`src/design/rhc_pkg.sv`:
```
// ----------------------------------------------------------------------------
// rhc_pkg
// Shared types and constants for the RGB/HSV color converter: component and
// hue widths, hue sector layout, divider pipeline sizing and payload structs.
// ----------------------------------------------------------------------------
package rhc_pkg;

   localparam int CMP_BITS     = 8;
   localparam int HUE_BITS     = 11;
   localparam int FRAC_BITS    = 8;
   localparam int SEC_BITS     = HUE_BITS - FRAC_BITS;
   localparam int SECTOR_STEPS = 1 << FRAC_BITS;

   localparam logic [CMP_BITS-1:0] CMP_MAX = '1;

   localparam logic [HUE_BITS-1:0] TURN_STEPS = HUE_BITS'(6 * SECTOR_STEPS);
   localparam logic [HUE_BITS-1:0] GREEN_BASE = HUE_BITS'(2 * SECTOR_STEPS);
   localparam logic [HUE_BITS-1:0] BLUE_BASE  = HUE_BITS'(4 * SECTOR_STEPS);

   localparam int HUE_QBITS  = FRAC_BITS + 1;
   localparam int DIV_BPS    = 2;
   localparam int DIV_QMAX   = (HUE_QBITS > CMP_BITS) ? HUE_QBITS : CMP_BITS;
   localparam int DIV_STAGES = (DIV_QMAX + DIV_BPS - 1) / DIV_BPS;

   localparam int HSV_STAGES = 4;
   localparam int PIPE_DEPTH = DIV_STAGES + 2;
   localparam int HSV_DELAY  = PIPE_DEPTH - HSV_STAGES;

   typedef logic [CMP_BITS-1:0] cmp_type;
   typedef logic [HUE_BITS-1:0] hue_type;

   typedef enum logic {
      KIND_RGB_TO_HSV,
      KIND_HSV_TO_RGB
   } kind_type;

   typedef enum logic [1:0] {
      HUE_RED_UP,
      HUE_RED_DOWN,
      HUE_GREEN,
      HUE_BLUE
   } hue_case_type;

   typedef enum logic [SEC_BITS-1:0] {
      SEC_RED,
      SEC_YELLOW,
      SEC_GREEN,
      SEC_CYAN,
      SEC_BLUE,
      SEC_MAGENTA
   } sector_type;

   typedef struct packed {
      kind_type kind;
      cmp_type  red_in;
      cmp_type  green_in;
      cmp_type  blue_in;
      hue_type  hue_in;
      cmp_type  sat_in;
      cmp_type  value_in;
   } req_type;

   typedef struct packed {
      cmp_type red_out;
      cmp_type green_out;
      cmp_type blue_out;
      hue_type hue_out;
      cmp_type sat_out;
      cmp_type value_out;
   } rsp_type;

endpackage

```
`src/design/rhc_divider.sv`:
```
// ----------------------------------------------------------------------------
// rhc_divider
// Pipelined restoring divider: BPS quotient bits per stage, each stage
// registered, a new division may enter every cycle.
// ----------------------------------------------------------------------------
module rhc_divider
   import rhc_pkg::*;
#(
   parameter int NW  = 2 * CMP_BITS,
   parameter int DW  = CMP_BITS,
   parameter int QB  = CMP_BITS,
   parameter int NS  = DIV_STAGES,
   parameter int BPS = DIV_BPS
) (
   input  logic          clock,
   input  logic [NW-1:0] dividend,
   input  logic [DW-1:0] divisor,
   output logic [QB-1:0] quotient
);

   localparam int QP = NS * BPS;
   localparam int CW = (NW > DW + QP) ? NW : DW + QP;

   logic [CW-1:0] rem_src [NS];
   logic [CW-1:0] rem_in  [NS];
   logic [CW-1:0] rem_ff  [NS-1];
   logic [QP-1:0] quo_src [NS];
   logic [QP-1:0] quo_in  [NS];
   logic [QP-1:0] quo_ff  [NS];
   logic [DW-1:0] den_src [NS];
   logic [DW-1:0] den_ff  [NS-1];
   logic [CW-1:0] trial;

   always_comb begin
      rem_src[0] = CW'(dividend);
      quo_src[0] = '0;
      den_src[0] = divisor;
      for (int j = 1; j < NS; j++) begin
         rem_src[j] = rem_ff[j-1];
         quo_src[j] = quo_ff[j-1];
         den_src[j] = den_ff[j-1];
      end
      trial = '0;
      for (int j = 0; j < NS; j++) begin
         rem_in[j] = rem_src[j];
         quo_in[j] = quo_src[j];
         for (int b = 0; b < BPS; b++) begin
            trial = CW'(den_src[j]) << (QP - 1 - j * BPS - b);
            if (rem_in[j] >= trial) begin
               rem_in[j] = rem_in[j] - trial;
               quo_in[j][QP - 1 - j * BPS - b] = 1'b1;
            end
         end
      end
   end

   always_ff @(posedge clock) begin
      for (int j = 0; j < NS - 1; j++) begin
         rem_ff[j] <= rem_in[j];
         den_ff[j] <= den_src[j];
      end
      for (int j = 0; j < NS; j++) begin
         quo_ff[j] <= quo_in[j];
      end
   end

   assign quotient = quo_ff[NS-1][QB-1:0];

endmodule

```
`src/design/rhc_rgb_path.sv`:
```
// ----------------------------------------------------------------------------
// rhc_rgb_path
// RGB to HSV: max/min front stage, pipelined hue and saturation dividers,
// and a finish stage that applies sector offsets and the grey/black cases.
// ----------------------------------------------------------------------------
module rhc_rgb_path
   import rhc_pkg::*;
(
   input  logic    clock,
   input  req_type req,
   output rsp_type result
);

   typedef struct packed {
      cmp_type      red;
      cmp_type      green;
      cmp_type      blue;
      cmp_type      mx;
      cmp_type      d;
      cmp_type      mag;
      hue_case_type hcase;
      logic         neg;
   } front_type;

   front_type front_in, front_ff;
   front_type side_ff [DIV_STAGES];
   front_type last;
   cmp_type   mn;

   logic [HUE_QBITS-1:0]  hue_q;
   cmp_type               sat_q;
   logic [2*CMP_BITS-1:0] sat_num;
   hue_type               hue_base;
   hue_type               hue_sum;
   rsp_type               result_in, result_ff;

   always_comb begin
      front_in       = '0;
      front_in.red   = req.red_in;
      front_in.green = req.green_in;
      front_in.blue  = req.blue_in;
      if (req.red_in >= req.green_in) begin
         front_in.mx = (req.red_in >= req.blue_in) ? req.red_in : req.blue_in;
      end else begin
         front_in.mx = (req.green_in >= req.blue_in) ? req.green_in : req.blue_in;
      end
      if (req.red_in <= req.green_in) begin
         mn = (req.red_in <= req.blue_in) ? req.red_in : req.blue_in;
      end else begin
         mn = (req.green_in <= req.blue_in) ? req.green_in : req.blue_in;
      end
      front_in.d = front_in.mx - mn;
      if (req.red_in == front_in.mx) begin
         front_in.hcase = (req.green_in >= req.blue_in) ? HUE_RED_UP : HUE_RED_DOWN;
      end else if (req.green_in == front_in.mx) begin
         front_in.hcase = HUE_GREEN;
      end else begin
         front_in.hcase = HUE_BLUE;
      end
      case (front_in.hcase)
         HUE_RED_UP: begin
            front_in.mag = req.green_in - req.blue_in;
            front_in.neg = 1'b0;
         end
         HUE_RED_DOWN: begin
            front_in.mag = req.blue_in - req.green_in;
            front_in.neg = 1'b1;
         end
         HUE_GREEN: begin
            front_in.neg = (req.blue_in < req.red_in);
            front_in.mag = front_in.neg ? req.red_in - req.blue_in
                                        : req.blue_in - req.red_in;
         end
         default: begin
            front_in.neg = (req.red_in < req.green_in);
            front_in.mag = front_in.neg ? req.green_in - req.red_in
                                        : req.red_in - req.green_in;
         end
      endcase
   end

   always_ff @(posedge clock) begin
      front_ff   <= front_in;
      side_ff[0] <= front_ff;
      for (int i = 1; i < DIV_STAGES; i++) begin
         side_ff[i] <= side_ff[i-1];
      end
      result_ff  <= result_in;
   end

   assign sat_num = {front_ff.d, CMP_BITS'(0)} - (2 * CMP_BITS)'(front_ff.d);

   rhc_divider #(
      .NW  (CMP_BITS + FRAC_BITS),
      .DW  (CMP_BITS),
      .QB  (HUE_QBITS),
      .NS  (DIV_STAGES),
      .BPS (DIV_BPS)
   ) u_hue_div (
      .clock    (clock),
      .dividend ({front_ff.mag, FRAC_BITS'(0)}),
      .divisor  (front_ff.d),
      .quotient (hue_q)
   );

   rhc_divider #(
      .NW  (2 * CMP_BITS),
      .DW  (CMP_BITS),
      .QB  (CMP_BITS),
      .NS  (DIV_STAGES),
      .BPS (DIV_BPS)
   ) u_sat_div (
      .clock    (clock),
      .dividend (sat_num),
      .divisor  (front_ff.mx),
      .quotient (sat_q)
   );

   assign last = side_ff[DIV_STAGES-1];

   always_comb begin
      case (last.hcase)
         HUE_RED_UP:   hue_base = '0;
         HUE_RED_DOWN: hue_base = TURN_STEPS;
         HUE_GREEN:    hue_base = GREEN_BASE;
         default:      hue_base = BLUE_BASE;
      endcase
      hue_sum = last.neg ? hue_base - HUE_BITS'(hue_q) : hue_base + HUE_BITS'(hue_q);
      if (hue_sum >= TURN_STEPS) begin
         hue_sum = hue_sum - TURN_STEPS;
      end
      if (last.d == '0) begin
         hue_sum = '0;
      end
      result_in.red_out   = last.red;
      result_in.green_out = last.green;
      result_in.blue_out  = last.blue;
      result_in.hue_out   = hue_sum;
      result_in.sat_out   = (last.mx == '0) ? '0 : sat_q;
      result_in.value_out = last.mx;
   end

   assign result = result_ff;

endmodule

```
`src/design/rhc_hsv_path.sv`:
```
// ----------------------------------------------------------------------------
// rhc_hsv_path
// HSV to RGB in four stages: hue wrap and sector products, brightness
// products, reciprocal estimate of the divide by full scale, correction and
// sector select.
// ----------------------------------------------------------------------------
module rhc_hsv_path
   import rhc_pkg::*;
(
   input  logic    clock,
   input  req_type req,
   output rsp_type result
);

   localparam int PW = CMP_BITS + FRAC_BITS;
   localparam int YW = 2 * CMP_BITS;
   localparam logic [PW-1:0] SCALE = PW'(CMP_MAX) << FRAC_BITS;

   function automatic cmp_type est_quot(input logic [YW-1:0] y);
      logic [YW:0] sum;
      sum = (YW + 1)'(y) + (YW + 1)'(y >> CMP_BITS);
      return sum[YW-1:CMP_BITS];
   endfunction

   function automatic cmp_type fix_quot(input logic [YW-1:0] y, input cmp_type qe);
      logic [YW:0] r;
      r = (YW + 1)'(y) - ((YW + 1)'(qe) << CMP_BITS) + (YW + 1)'(qe);
      return (r >= (YW + 1)'(CMP_MAX)) ? qe + 1'b1 : qe;
   endfunction

   hue_type              hue_wrap;
   logic [FRAC_BITS-1:0] frac;
   logic [FRAC_BITS:0]   frac_rest;

   // stage 1
   hue_type    hue1_ff;
   cmp_type    sat1_ff, val1_ff, cms1_ff;
   sector_type sec1_ff;
   logic [PW-1:0] sf1_ff, sg1_ff;

   // stage 2
   hue_type    hue2_ff;
   cmp_type    sat2_ff, val2_ff;
   sector_type sec2_ff;
   logic [YW-1:0] yp2_ff, yq2_ff, yt2_ff;
   logic [PW-1:0] qa_in, ta_in;
   logic [YW+FRAC_BITS-1:0] prod_q_in, prod_t_in;

   // stage 3
   hue_type    hue3_ff;
   cmp_type    sat3_ff, val3_ff;
   sector_type sec3_ff;
   logic [YW-1:0] yp3_ff, yq3_ff, yt3_ff;
   cmp_type    ep3_ff, eq3_ff, et3_ff;

   // stage 4
   cmp_type p_in, q_in, t_in;
   rsp_type result_in, result_ff;

   always_comb begin
      hue_wrap  = (req.hue_in >= TURN_STEPS) ? req.hue_in - TURN_STEPS : req.hue_in;
      frac      = hue_wrap[FRAC_BITS-1:0];
      frac_rest = (FRAC_BITS + 1)'(SECTOR_STEPS) - {1'b0, frac};
      qa_in     = SCALE - sf1_ff;
      ta_in     = SCALE - sg1_ff;
      prod_q_in = (YW + FRAC_BITS)'(val1_ff) * (YW + FRAC_BITS)'(qa_in);
      prod_t_in = (YW + FRAC_BITS)'(val1_ff) * (YW + FRAC_BITS)'(ta_in);
   end

   always_ff @(posedge clock) begin
      hue1_ff <= hue_wrap;
      sat1_ff <= req.sat_in;
      val1_ff <= req.value_in;
      cms1_ff <= CMP_MAX - req.sat_in;
      sec1_ff <= sector_type'(hue_wrap[HUE_BITS-1:FRAC_BITS]);
      sf1_ff  <= PW'(req.sat_in) * PW'(frac);
      sg1_ff  <= PW'(req.sat_in) * PW'(frac_rest);

      hue2_ff <= hue1_ff;
      sat2_ff <= sat1_ff;
      val2_ff <= val1_ff;
      sec2_ff <= sec1_ff;
      yp2_ff  <= YW'(val1_ff) * YW'(cms1_ff);
      yq2_ff  <= prod_q_in[YW+FRAC_BITS-1:FRAC_BITS];
      yt2_ff  <= prod_t_in[YW+FRAC_BITS-1:FRAC_BITS];

      hue3_ff <= hue2_ff;
      sat3_ff <= sat2_ff;
      val3_ff <= val2_ff;
      sec3_ff <= sec2_ff;
      yp3_ff  <= yp2_ff;
      yq3_ff  <= yq2_ff;
      yt3_ff  <= yt2_ff;
      ep3_ff  <= est_quot(yp2_ff);
      eq3_ff  <= est_quot(yq2_ff);
      et3_ff  <= est_quot(yt2_ff);

      result_ff <= result_in;
   end

   always_comb begin
      p_in = fix_quot(yp3_ff, ep3_ff);
      q_in = fix_quot(yq3_ff, eq3_ff);
      t_in = fix_quot(yt3_ff, et3_ff);
      result_in.hue_out   = hue3_ff;
      result_in.sat_out   = sat3_ff;
      result_in.value_out = val3_ff;
      case (sec3_ff)
         SEC_RED: begin
            result_in.red_out   = val3_ff;
            result_in.green_out = t_in;
            result_in.blue_out  = p_in;
         end
         SEC_YELLOW: begin
            result_in.red_out   = q_in;
            result_in.green_out = val3_ff;
            result_in.blue_out  = p_in;
         end
         SEC_GREEN: begin
            result_in.red_out   = p_in;
            result_in.green_out = val3_ff;
            result_in.blue_out  = t_in;
         end
         SEC_CYAN: begin
            result_in.red_out   = p_in;
            result_in.green_out = q_in;
            result_in.blue_out  = val3_ff;
         end
         SEC_BLUE: begin
            result_in.red_out   = t_in;
            result_in.green_out = p_in;
            result_in.blue_out  = val3_ff;
         end
         default: begin
            result_in.red_out   = val3_ff;
            result_in.green_out = p_in;
            result_in.blue_out  = q_in;
         end
      endcase
   end

   assign result = result_ff;

endmodule

```
`src/design/rgb_hsv_color_converter.sv`:
```
// ----------------------------------------------------------------------------
// rgb_hsv_color_converter
// Converts one pixel per transaction between RGB and HSV.
//
// Request channel: raise start with req_data; the transaction is taken at
// every rising edge where start is high and busy is low. busy stays low, so
// a new pixel may be issued on every clock. req_data.kind picks the
// direction; the unused triple is ignored.
// Response channel: rsp_valid strobes for one cycle with rsp_data, in
// request order, once the request has passed the valid pipeline and the
// output register. The given triple is echoed, hue wrapped once.
// Throughput is one pixel per clock; the latency is set by the pipelined
// hue/saturation dividers, two quotient bits per stage.
// Reset clears the valid pipeline only; transactions in flight are dropped.
// There is no back-pressure: the receiver must take every strobe.
// ----------------------------------------------------------------------------
module rgb_hsv_color_converter
   import rhc_pkg::*;
(
   input  logic    clock,
   input  logic    reset,
   input  logic    start,
   output logic    busy,
   input  req_type req_data,
   output logic    rsp_valid,
   output rsp_type rsp_data
);

   logic     accept;
   logic     vld_ff  [PIPE_DEPTH];
   kind_type kind_ff [PIPE_DEPTH];
   rsp_type  hsv_dly_ff [HSV_DELAY];
   rsp_type  rgb_res, hsv_res;
   logic     rsp_valid_ff;
   rsp_type  rsp_data_in, rsp_data_ff;

   assign busy   = 1'b0;
   assign accept = start & ~busy;

   rhc_rgb_path u_rgb_path (
      .clock  (clock),
      .req    (req_data),
      .result (rgb_res)
   );

   rhc_hsv_path u_hsv_path (
      .clock  (clock),
      .req    (req_data),
      .result (hsv_res)
   );

   always_ff @(posedge clock) begin
      if (reset) begin
         for (int i = 0; i < PIPE_DEPTH; i++) begin
            vld_ff[i] <= 1'b0;
         end
         rsp_valid_ff <= 1'b0;
      end else begin
         vld_ff[0] <= accept;
         for (int i = 1; i < PIPE_DEPTH; i++) begin
            vld_ff[i] <= vld_ff[i-1];
         end
         rsp_valid_ff <= vld_ff[PIPE_DEPTH-1];
      end
   end

   always_ff @(posedge clock) begin
      kind_ff[0] <= req_data.kind;
      for (int i = 1; i < PIPE_DEPTH; i++) begin
         kind_ff[i] <= kind_ff[i-1];
      end
      hsv_dly_ff[0] <= hsv_res;
      for (int i = 1; i < HSV_DELAY; i++) begin
         hsv_dly_ff[i] <= hsv_dly_ff[i-1];
      end
      rsp_data_ff <= rsp_data_in;
   end

   assign rsp_data_in = (kind_ff[PIPE_DEPTH-1] == KIND_HSV_TO_RGB) ?
                        hsv_dly_ff[HSV_DELAY-1] : rgb_res;

   assign rsp_valid = rsp_valid_ff;
   assign rsp_data  = rsp_data_ff;

`ifndef NO_ASSERTIONS
   localparam int RSP_LAG = PIPE_DEPTH + 1;

   a_rsp_follows_req: assert property (@(posedge clock) disable iff (reset)
      (start && !busy) |-> ##RSP_LAG rsp_valid)
      else $error("accepted transaction produced no response");

   a_rsp_has_req: assert property (@(posedge clock) disable iff (reset)
      rsp_valid |-> $past(start && !busy, RSP_LAG))
      else $error("response without a matching transaction");

   a_hue_range: assert property (@(posedge clock) disable iff (reset)
      rsp_valid |-> (rsp_data.hue_out < TURN_STEPS))
      else $error("hue out of range");

   a_hsv_peak: assert property (@(posedge clock) disable iff (reset)
      (rsp_valid && $past(kind_ff[PIPE_DEPTH-1]) == KIND_HSV_TO_RGB) |->
      (rsp_data.red_out == rsp_data.value_out ||
       rsp_data.green_out == rsp_data.value_out ||
       rsp_data.blue_out == rsp_data.value_out))
      else $error("no rgb component equals value");

   a_rgb_value: assert property (@(posedge clock) disable iff (reset)
      (rsp_valid && $past(kind_ff[PIPE_DEPTH-1]) == KIND_RGB_TO_HSV) |->
      (rsp_data.value_out >= rsp_data.red_out &&
       rsp_data.value_out >= rsp_data.green_out &&
       rsp_data.value_out >= rsp_data.blue_out &&
       (rsp_data.value_out != '0 || rsp_data.sat_out == '0)))
      else $error("value is not the rgb maximum");
`endif

endmodule

```
`config.mk`:
```
export PLATFORM = sky130hd
export DESIGN_NAME = rgb_hsv_color_converter
export DESIGN_NICKNAME = d
export VERILOG_FILES = /design/src/design/rhc_pkg.sv /design/src/design/rhc_divider.sv /design/src/design/rhc_rgb_path.sv /design/src/design/rhc_hsv_path.sv /design/src/design/rgb_hsv_color_converter.sv
export SDC_FILE = /design/constraint.sdc
export NUM_CORES = 2
export LEC_CHECK = 0
export BUFFER_PORTS_ARGS = -buffer_cell sky130_fd_sc_hd__buf_2
export CAP_MARGIN = 20
export CELL_PAD_IN_SITES_DETAIL_PLACEMENT = 2
export CELL_PAD_IN_SITES_GLOBAL_PLACEMENT = 2
export CORE_MARGIN = 5
export CORE_UTILIZATION = 38
export DETAILED_ROUTE_END_ITERATION = 12
export PLACE_DENSITY_LB_ADDON = 0.1
export SYNTH_ARGS = -nofsm -noshare
export SYNTH_HDL_FRONTEND = slang
export SYNTH_SLANG_ARGS = --single-unit
```
`constraint.sdc`:
```
create_clock -name clock -period 6.2 [get_ports clock]
set_input_delay 0.93 -clock clock [delete_from_list [all_inputs] [get_ports clock]]
set_output_delay 0.93 -clock clock [all_outputs]
set_load 0.02 [all_outputs]
```
* Yosys cells after proc, flatten, opt, wreduce, memory -nomap -nowiden
Memories as Yosys holds them, arrays and structs flattened. A register that Yosys moved wholly into a read port is not among the register bits.
Cells that the tools add are included.
Widths: inputs -> output; s select.
** Cells by class
- $mul :: 5
- Equality and inequality tests :: 10
- Reduce and logical (&&, ||, !) cells :: 5
- Muxes and demuxes :: 70
- Bitwise logic cells :: 7
- Magnitude comparators :: 33
- Add/sub/neg operators :: 46
** Operator list (number)
- $mux 18 :: 18
- $pmux 24 s5 :: 1
- $mux 8 :: 11
- $sub 8x8->8 :: 7
- $add 17x8->17 :: 3
- $ge 17x8->1 const B :: 3
- $mux 51 :: 1
- $sub 16x16->17 :: 3
- $add 16x8->16 :: 3
- $mul 8x16->24 :: 2
- $ge 18x10->1 :: 2
- $ge 18x11->1 :: 2
- $ge 18x12->1 :: 2
- $ge 18x13->1 :: 2
- $ge 18x14->1 :: 2
- $ge 18x15->1 :: 2
- $ge 18x16->1 :: 2
- $ge 18x8->1 :: 2
- $ge 18x9->1 :: 2
- $sub 16x17->18 :: 2
- $sub 18x10->18 :: 2
- $sub 18x11->18 :: 2
- $sub 18x12->18 :: 2
- $sub 18x13->18 :: 2
- other kinds (35) :: 96
** Word-level totals
- Register bits after elaboration :: 446
- Logic and storage cells :: 235
- Memories kept :: 10
- Output and inout bits :: 53
- Memory bits (writable) :: 730
- Bits of input ports :: 55
** Memory list
- u_rgb_path.side_ff :: depth 5, width 51, read ports 5, clocked after memory_dff 0, wr ports 5, RTL line rhc_rgb_path.sv:26 : front_type side_ff [DIV_STAGES];
- hsv_dly_ff :: depth 3, width 51, read ports 3, clocked after memory_dff 0, wr ports 3, RTL line rgb_hsv_color_converter.sv:32 : rsp_type hsv_dly_ff [HSV_DELAY];
- u_rgb_path.u_hue_div.rem_ff :: depth 4, width 18, read ports 4, clocked after memory_dff 0, wr ports 4, RTL line rhc_divider.sv:26 : logic [CW-1:0] rem_ff [NS-1];
- u_rgb_path.u_sat_div.rem_ff :: depth 4, width 18, read ports 4, clocked after memory_dff 0, wr ports 4, RTL line rhc_divider.sv:26
- u_rgb_path.u_hue_div.quo_ff :: depth 5, width 10, read ports 5, clocked after memory_dff 0, wr ports 5, RTL line rhc_divider.sv:29 : logic [QP-1:0] quo_ff [NS];
- u_rgb_path.u_sat_div.quo_ff :: depth 5, width 10, read ports 5, clocked after memory_dff 1, wr ports 5, RTL line rhc_divider.sv:29
- 4 more memories

* Logic depth before layout (Yosys ltp)
- Word-level depth :: 8
- Mapped depth :: 27
- Mapped depth without buffers :: 25

* By module
Synthesis repeated with hierarchy kept, for this count alone.
** Second synthesis, totals
- Cells, all modules :: 5666
- Area, all modules :: 56804.5 um^2
** Modules (own cells, without submodules)
- rhc_hsv_path :: seq. area each 5825.6 um^2, instances 1, area an instance 25314.3 um^2, cells each 2730
- rhc_rgb_path :: seq. area each 6346.1 um^2, instances 1, area an instance 10427.5 um^2, cells each 878
- rhc_divider at u_rgb_path.u_sat_div :: seq. area each 2482.4 um^2, instances 1, area an instance 7947.6 um^2, cells each 899
- rhc_divider at u_rgb_path.u_hue_div :: seq. area each 2582.5 um^2, instances 1, area an instance 7796.2 um^2, cells each 873
- rgb_hsv_color_converter :: seq. area each 4384.2 um^2, instances 1, area an instance 5318.9 um^2, cells each 286

* Least setup slack after synthesis
Ideal clock, no wire load.
- Path type :: reg2reg
- From :: register u_hsv_path.sf1_ff[0]
- To :: register u_hsv_path.yq2_ff[15]
- Data required time :: 6.128 ns
- Period minus slack after synthesis :: 5.937 ns
- Library setup time :: 0.072 ns
- Slack :: 0.263 ns
- Cell stages (with the launch flop) :: 25
- Arrival :: 5.865 ns
- Path buffers :: 1
- Cell sequence :: dfxtp_1 -> clkbuf_1 -> inv_1 -> ha_1 -> nand2_1 -> or3_1 -> or3_1 -> xnor2_1 -> and2_1 -> fa_1 -> fa_1 -> fa_1 -> inv_1 -> fa_1 -> inv_1 -> ha_1 -> nand2_1 -> nand2_1 -> a2111o_1 -> a31o_2 -> nand3_1 -> and3_1 -> o311ai_0 -> a21oi_1 -> xnor2_1
** On the way
- Cells in the longest elaborated chain, start to end :: 2
** Ends and longest elaborated chain
- start, declared :: RTL line rhc_hsv_path.sv:39 : logic [PW-1:0] sf1_ff, sg1_ff;
- start signal, assigned :: RTL line rhc_hsv_path.sv:76 : sf1_ff <= PW'(req.sat_in) * PW'(frac);
- $sub 16x16->16 :: RTL line rhc_hsv_path.sv:64 : qa_in = SCALE - sf1_ff;
- $mul 8x16->24 :: RTL line rhc_hsv_path.sv:66 : prod_q_in = (YW + FRAC_BITS)'(val1_ff) * (YW + FRAC_BITS)'(qa_in);
- via u_hsv_path.prod_q_in[23] :: RTL line rhc_hsv_path.sv:47 : logic [YW+FRAC_BITS-1:0] prod_q_in, prod_t_in;
- end signal, assigned :: RTL line rhc_hsv_path.sv:84 : yq2_ff <= prod_q_in[YW+FRAC_BITS-1:FRAC_BITS];
- end, declared :: RTL line rhc_hsv_path.sv:45 : logic [YW-1:0] yp2_ff, yq2_ff, yt2_ff;
The timed path passes the listed nets, and every way through them passes these cells.
A chain may end at the register's enable or synchronous reset.

* Worst setup path in the final report
Ends and elaborated chain as after synthesis.

==> impl_metrics.yaml <==
run_status:
  outcome: "completed"
timing:
  final.hold.worst_slack_ns: 0.294
  timing.final.crit_share_pct: 94.5
  sum_of_negative_setup_slack_ns: 0
  fmax_ghz: 0.171
  finalHoldViolCount: 0
  worst-slew-pin-transition_ns: 1.00
  layout_min_cycle_time_ns: 5.86
  slew_headroom_pct: 33.1
  final_setup_violation_count: 0
  post-route-worst-setup-slack_ns: 0.340
  maxSlewViolCount: 0
  fin_skew_ns: 0.0432
synthesis:
  synth_enable_flop_cells: 0
  synthDistinctLibCells: 111
  mappedNetlistArea_um2: 53500
  synth.net_count: 6300
  post_synth_inst_count: 5421
  flops_latches_synth: 992
  synth.avg_cell_area_um2: 9.87
  synth-seq-area-share_pct: 37.1
  postSynth.topFlopCell: "sky130_fd_sc_hd__dfxtp_1"
  synth_async_reset_ratio_pct: 0
  synth_warnings: 0
clock_network:
  cts_tree: "built"
  clock_latency_late_sink_ns: 0.73
  tritoncts.num_buffers: 104
  ctsHtreeMaxLevel: 3
  cts_max_path_buffers: 3
  clock_sinks: 992
  cts.clk_slew.worst_paths_ns: 0.08
  root_buffer_selected_by_cts: "sky130_fd_sc_hd__clkbuf_16"
setup_path:
  setup.worst_path.start: "u_hsv_path.sf1_ff[0]"
  startpoint_type: "register"
  path_max_fanout: 4
  path_class: "reg2reg"
  r2r_start: "u_hsv_path.sf1_ff[0]"
  worst_setup_path_end_kind: "register"
  worstPathRequired_ns: 6.86
  worst_ep_arrival_time_ns: 6.52
  r2r_cells: 23
route:
  drc: 0
  antenna_left: 0
  via_per_inst: 5.11
  route.final.wire_length_um: 162000
  first_iter_violations: 1603
  firstDrtPassIters: 5
  via_count: 38790
  per_cell_routed_wire_length_um: 21.3
placement:
  dp_hpwl_um: 128000
  globalplace.congestion: 0.842
  preCtsSetupSlack_ns: -0.0781
  port-buffer-count: 106
final_layout:
  area_growth_syn_to_layout_pct: 13.0
  final_core_util_pct: 43.3
  fin_nets: 6497
  post_route_cells_drive_above_1_share_pct: 10.5
die:
  die_h_um: 385
  initial_core_util_pct: 38.3
  placement_rows: 137
  width_of_the_chip_um: 385
  core_area_um2: 140000
  fp.dieArea_um2: 148000
  top_level_ports: 108
worst_hold_path:
  worst_hold_startpoint: "req_data[1]"
  hold_path.class: "in2reg"
  worstHoldPathCells: 1
global_routing:
  grt_max_degree: 52
  grtUsageTotal_pct: 21.7
  antenna_found_initial: 23
  global_route.overflow_total: 0
  number_of_global_route_vias_before_repair: 43223
  grt_pass1_wl_um: 252000
flow_run:
  cap_violations: 0
per-layer routing:
layer	vias up	track usage [%]	wire length, um
li1	18475	-	-
met1	19594	31.0	79900
met2	544	35.4	73000
met3	177	2.92	5560
met4	0	4.43	3150
met5	-	0	0
registers in the layout, summed over array words and instances (netlist names), 20 cells and up:
name and cells:
u_rgb_path.u_hue_div.den_ff 28, u_rgb_path.u_sat_div.den_ff 28, rsp_data 51, u_rgb_path.u_hue_div.rem_ff 52
u_rgb_path.u_sat_div.quo_ff 20, u_rgb_path.front_ff 51, u_hsv_path.result 51, u_rgb_path.side_ff 159
u_rgb_path.result 51, hsv_dly_ff 153, u_rgb_path.u_sat_div.rem_ff 68, u_rgb_path.u_hue_div.quo_ff 25
per-stage QoR:
| stage | cells | area, um^2 |
|---|---|---|
| floorplan | 5421 | 53500 |
| global placement | 7383 | 56700 |
| detailed placement | 7383 | 56700 |
| CTS | 7580 | 60300 |
| global route | 7585 | 60500 |
| finish | 7586 | 60500 |
cells by family after synthesis:
family | after synthesis | synth area share (%)
simple gates | 1459 | 14.3
flops | 992 | 37.1
compound gates | 861 | 10.5
fa+ha+maj | 824 | 23.5
buf+inv | 780 | 5.54
xor+xnor | 325 | 5.35
mux | 179 | 3.65
other cells | 1 | 0.00701
critical path, stage by stage (launching register included):
cell and delay [ns]:
sky130_fd_sc_hd__dfxtp_1 0.32, sky130_fd_sc_hd__inv_1 0.08, sky130_fd_sc_hd__ha_1 0.19, sky130_fd_sc_hd__nand2_1 0.09, sky130_fd_sc_hd__or3_1 0.37, sky130_fd_sc_hd__or3_4 0.39, sky130_fd_sc_hd__xnor2_2 0.16, sky130_fd_sc_hd__and2_1 0.18
sky130_fd_sc_hd__fa_1 0.49, sky130_fd_sc_hd__fa_1 0.44, sky130_fd_sc_hd__fa_1 0.54, sky130_fd_sc_hd__inv_1 0.05, sky130_fd_sc_hd__fa_1 0.56, sky130_fd_sc_hd__inv_1 0.05, sky130_fd_sc_hd__ha_1 0.34, sky130_fd_sc_hd__nand2_1 0.09
sky130_fd_sc_hd__nand2_1 0.05, sky130_fd_sc_hd__a2111o_1 0.39, sky130_fd_sc_hd__a31o_2 0.26, sky130_fd_sc_hd__nand3_2 0.11, sky130_fd_sc_hd__and3_4 0.19, sky130_fd_sc_hd__o311ai_2 0.14, sky130_fd_sc_hd__a21oi_2 0.17, sky130_fd_sc_hd__xnor2_1 0.14
area by class of cell:
cell class	count	area, um^2
Antenna cell	1	2.50
Clock buffer	131	2860
Clock inverter	66	783
Fill cell	14860	79200
Inverter	672	2520
Multi-Input combinational cell	3649	30800
Sequential cell	992	19900
Tap cell	1876	2350
Timing Repair Buffer	199	1270
Yosys cell counts (19+ instances only):
cell type	n	area [um^2]
sky130_fd_sc_hd__dfxtp_1	992	19900
sky130_fd_sc_hd__inv_1	669	2510
sky130_fd_sc_hd__ha_1	523	6540
sky130_fd_sc_hd__nand2_1	357	1340
sky130_fd_sc_hd__and2_1	303	1900
sky130_fd_sc_hd__fa_1	301	6030
sky130_fd_sc_hd__nor2_1	261	980
sky130_fd_sc_hd__a21oi_1	218	1090
sky130_fd_sc_hd__xnor2_1	213	1870
sky130_fd_sc_hd__o21ai_0	203	1020
sky130_fd_sc_hd__mux2_2	125	1410
sky130_fd_sc_hd__xor2_1	110	963
sky130_fd_sc_hd__nor2b_1	92	576
sky130_fd_sc_hd__a21o_1	88	661
sky130_fd_sc_hd__clkbuf_1	87	327
sky130_fd_sc_hd__nor3_1	78	390
sky130_fd_sc_hd__nand3_1	60	300
sky130_fd_sc_hd__mux2i_1	53	531
sky130_fd_sc_hd__nand4_1	51	319
sky130_fd_sc_hd__nand2b_1	49	307
sky130_fd_sc_hd__o21a_1	44	330
sky130_fd_sc_hd__or3_1	35	219
sky130_fd_sc_hd__nor4_1	31	194
sky130_fd_sc_hd__and3_1	29	181
sky130_fd_sc_hd__a211oi_1	28	210
sky130_fd_sc_hd__a21boi_0	27	203
sky130_fd_sc_hd__or2_2	25	156
sky130_fd_sc_hd__or4_1	23	173
sky130_fd_sc_hd__o21bai_1	19	143
cell usage in the layout, fill, tap and decap left out, types with 92 or more instances in the layout:
master,synthesis,layout
sky130_fd_sc_hd__dfxtp_1,992,989
sky130_fd_sc_hd__inv_1,669,669
sky130_fd_sc_hd__ha_1,523,523
sky130_fd_sc_hd__nand2_1,357,357
sky130_fd_sc_hd__and2_1,303,303
sky130_fd_sc_hd__fa_1,301,301
sky130_fd_sc_hd__nor2_1,261,261
sky130_fd_sc_hd__a21oi_1,218,216
sky130_fd_sc_hd__xnor2_1,213,211
sky130_fd_sc_hd__o21ai_0,203,198
sky130_fd_sc_hd__mux2_2,125,125
sky130_fd_sc_hd__xor2_1,110,107
sky130_fd_sc_hd__buf_2,11,106
sky130_fd_sc_hd__clkbuf_16,0,104
sky130_fd_sc_hd__nor2b_1,92,92
final timing paths:
kind | to | slack (ns)
worst max register to register | u_hsv_path.yq2_ff[15] | 0.34
worst min-delay path | u_hsv_path.val1_ff[1] | 0.29
worst max-delay path | u_hsv_path.yq2_ff[15] | 0.34
worst min register to register | u_rgb_path.side_ff[0][131] | 0.29
what timing repair did:
item                                   CTS  global route
resized for setup                        1            26
gates cloned                             0             1
hold buffers                             0             0
pin swaps                                0             4
buffers inserted                         0             4
endpoints found under the hold margin    0             0
setup endpoints to repair                1            28
Power is left out: the tool's default activity adds up to more than one toggle a clock period on the data nets, which glitch-free logic cannot reach.
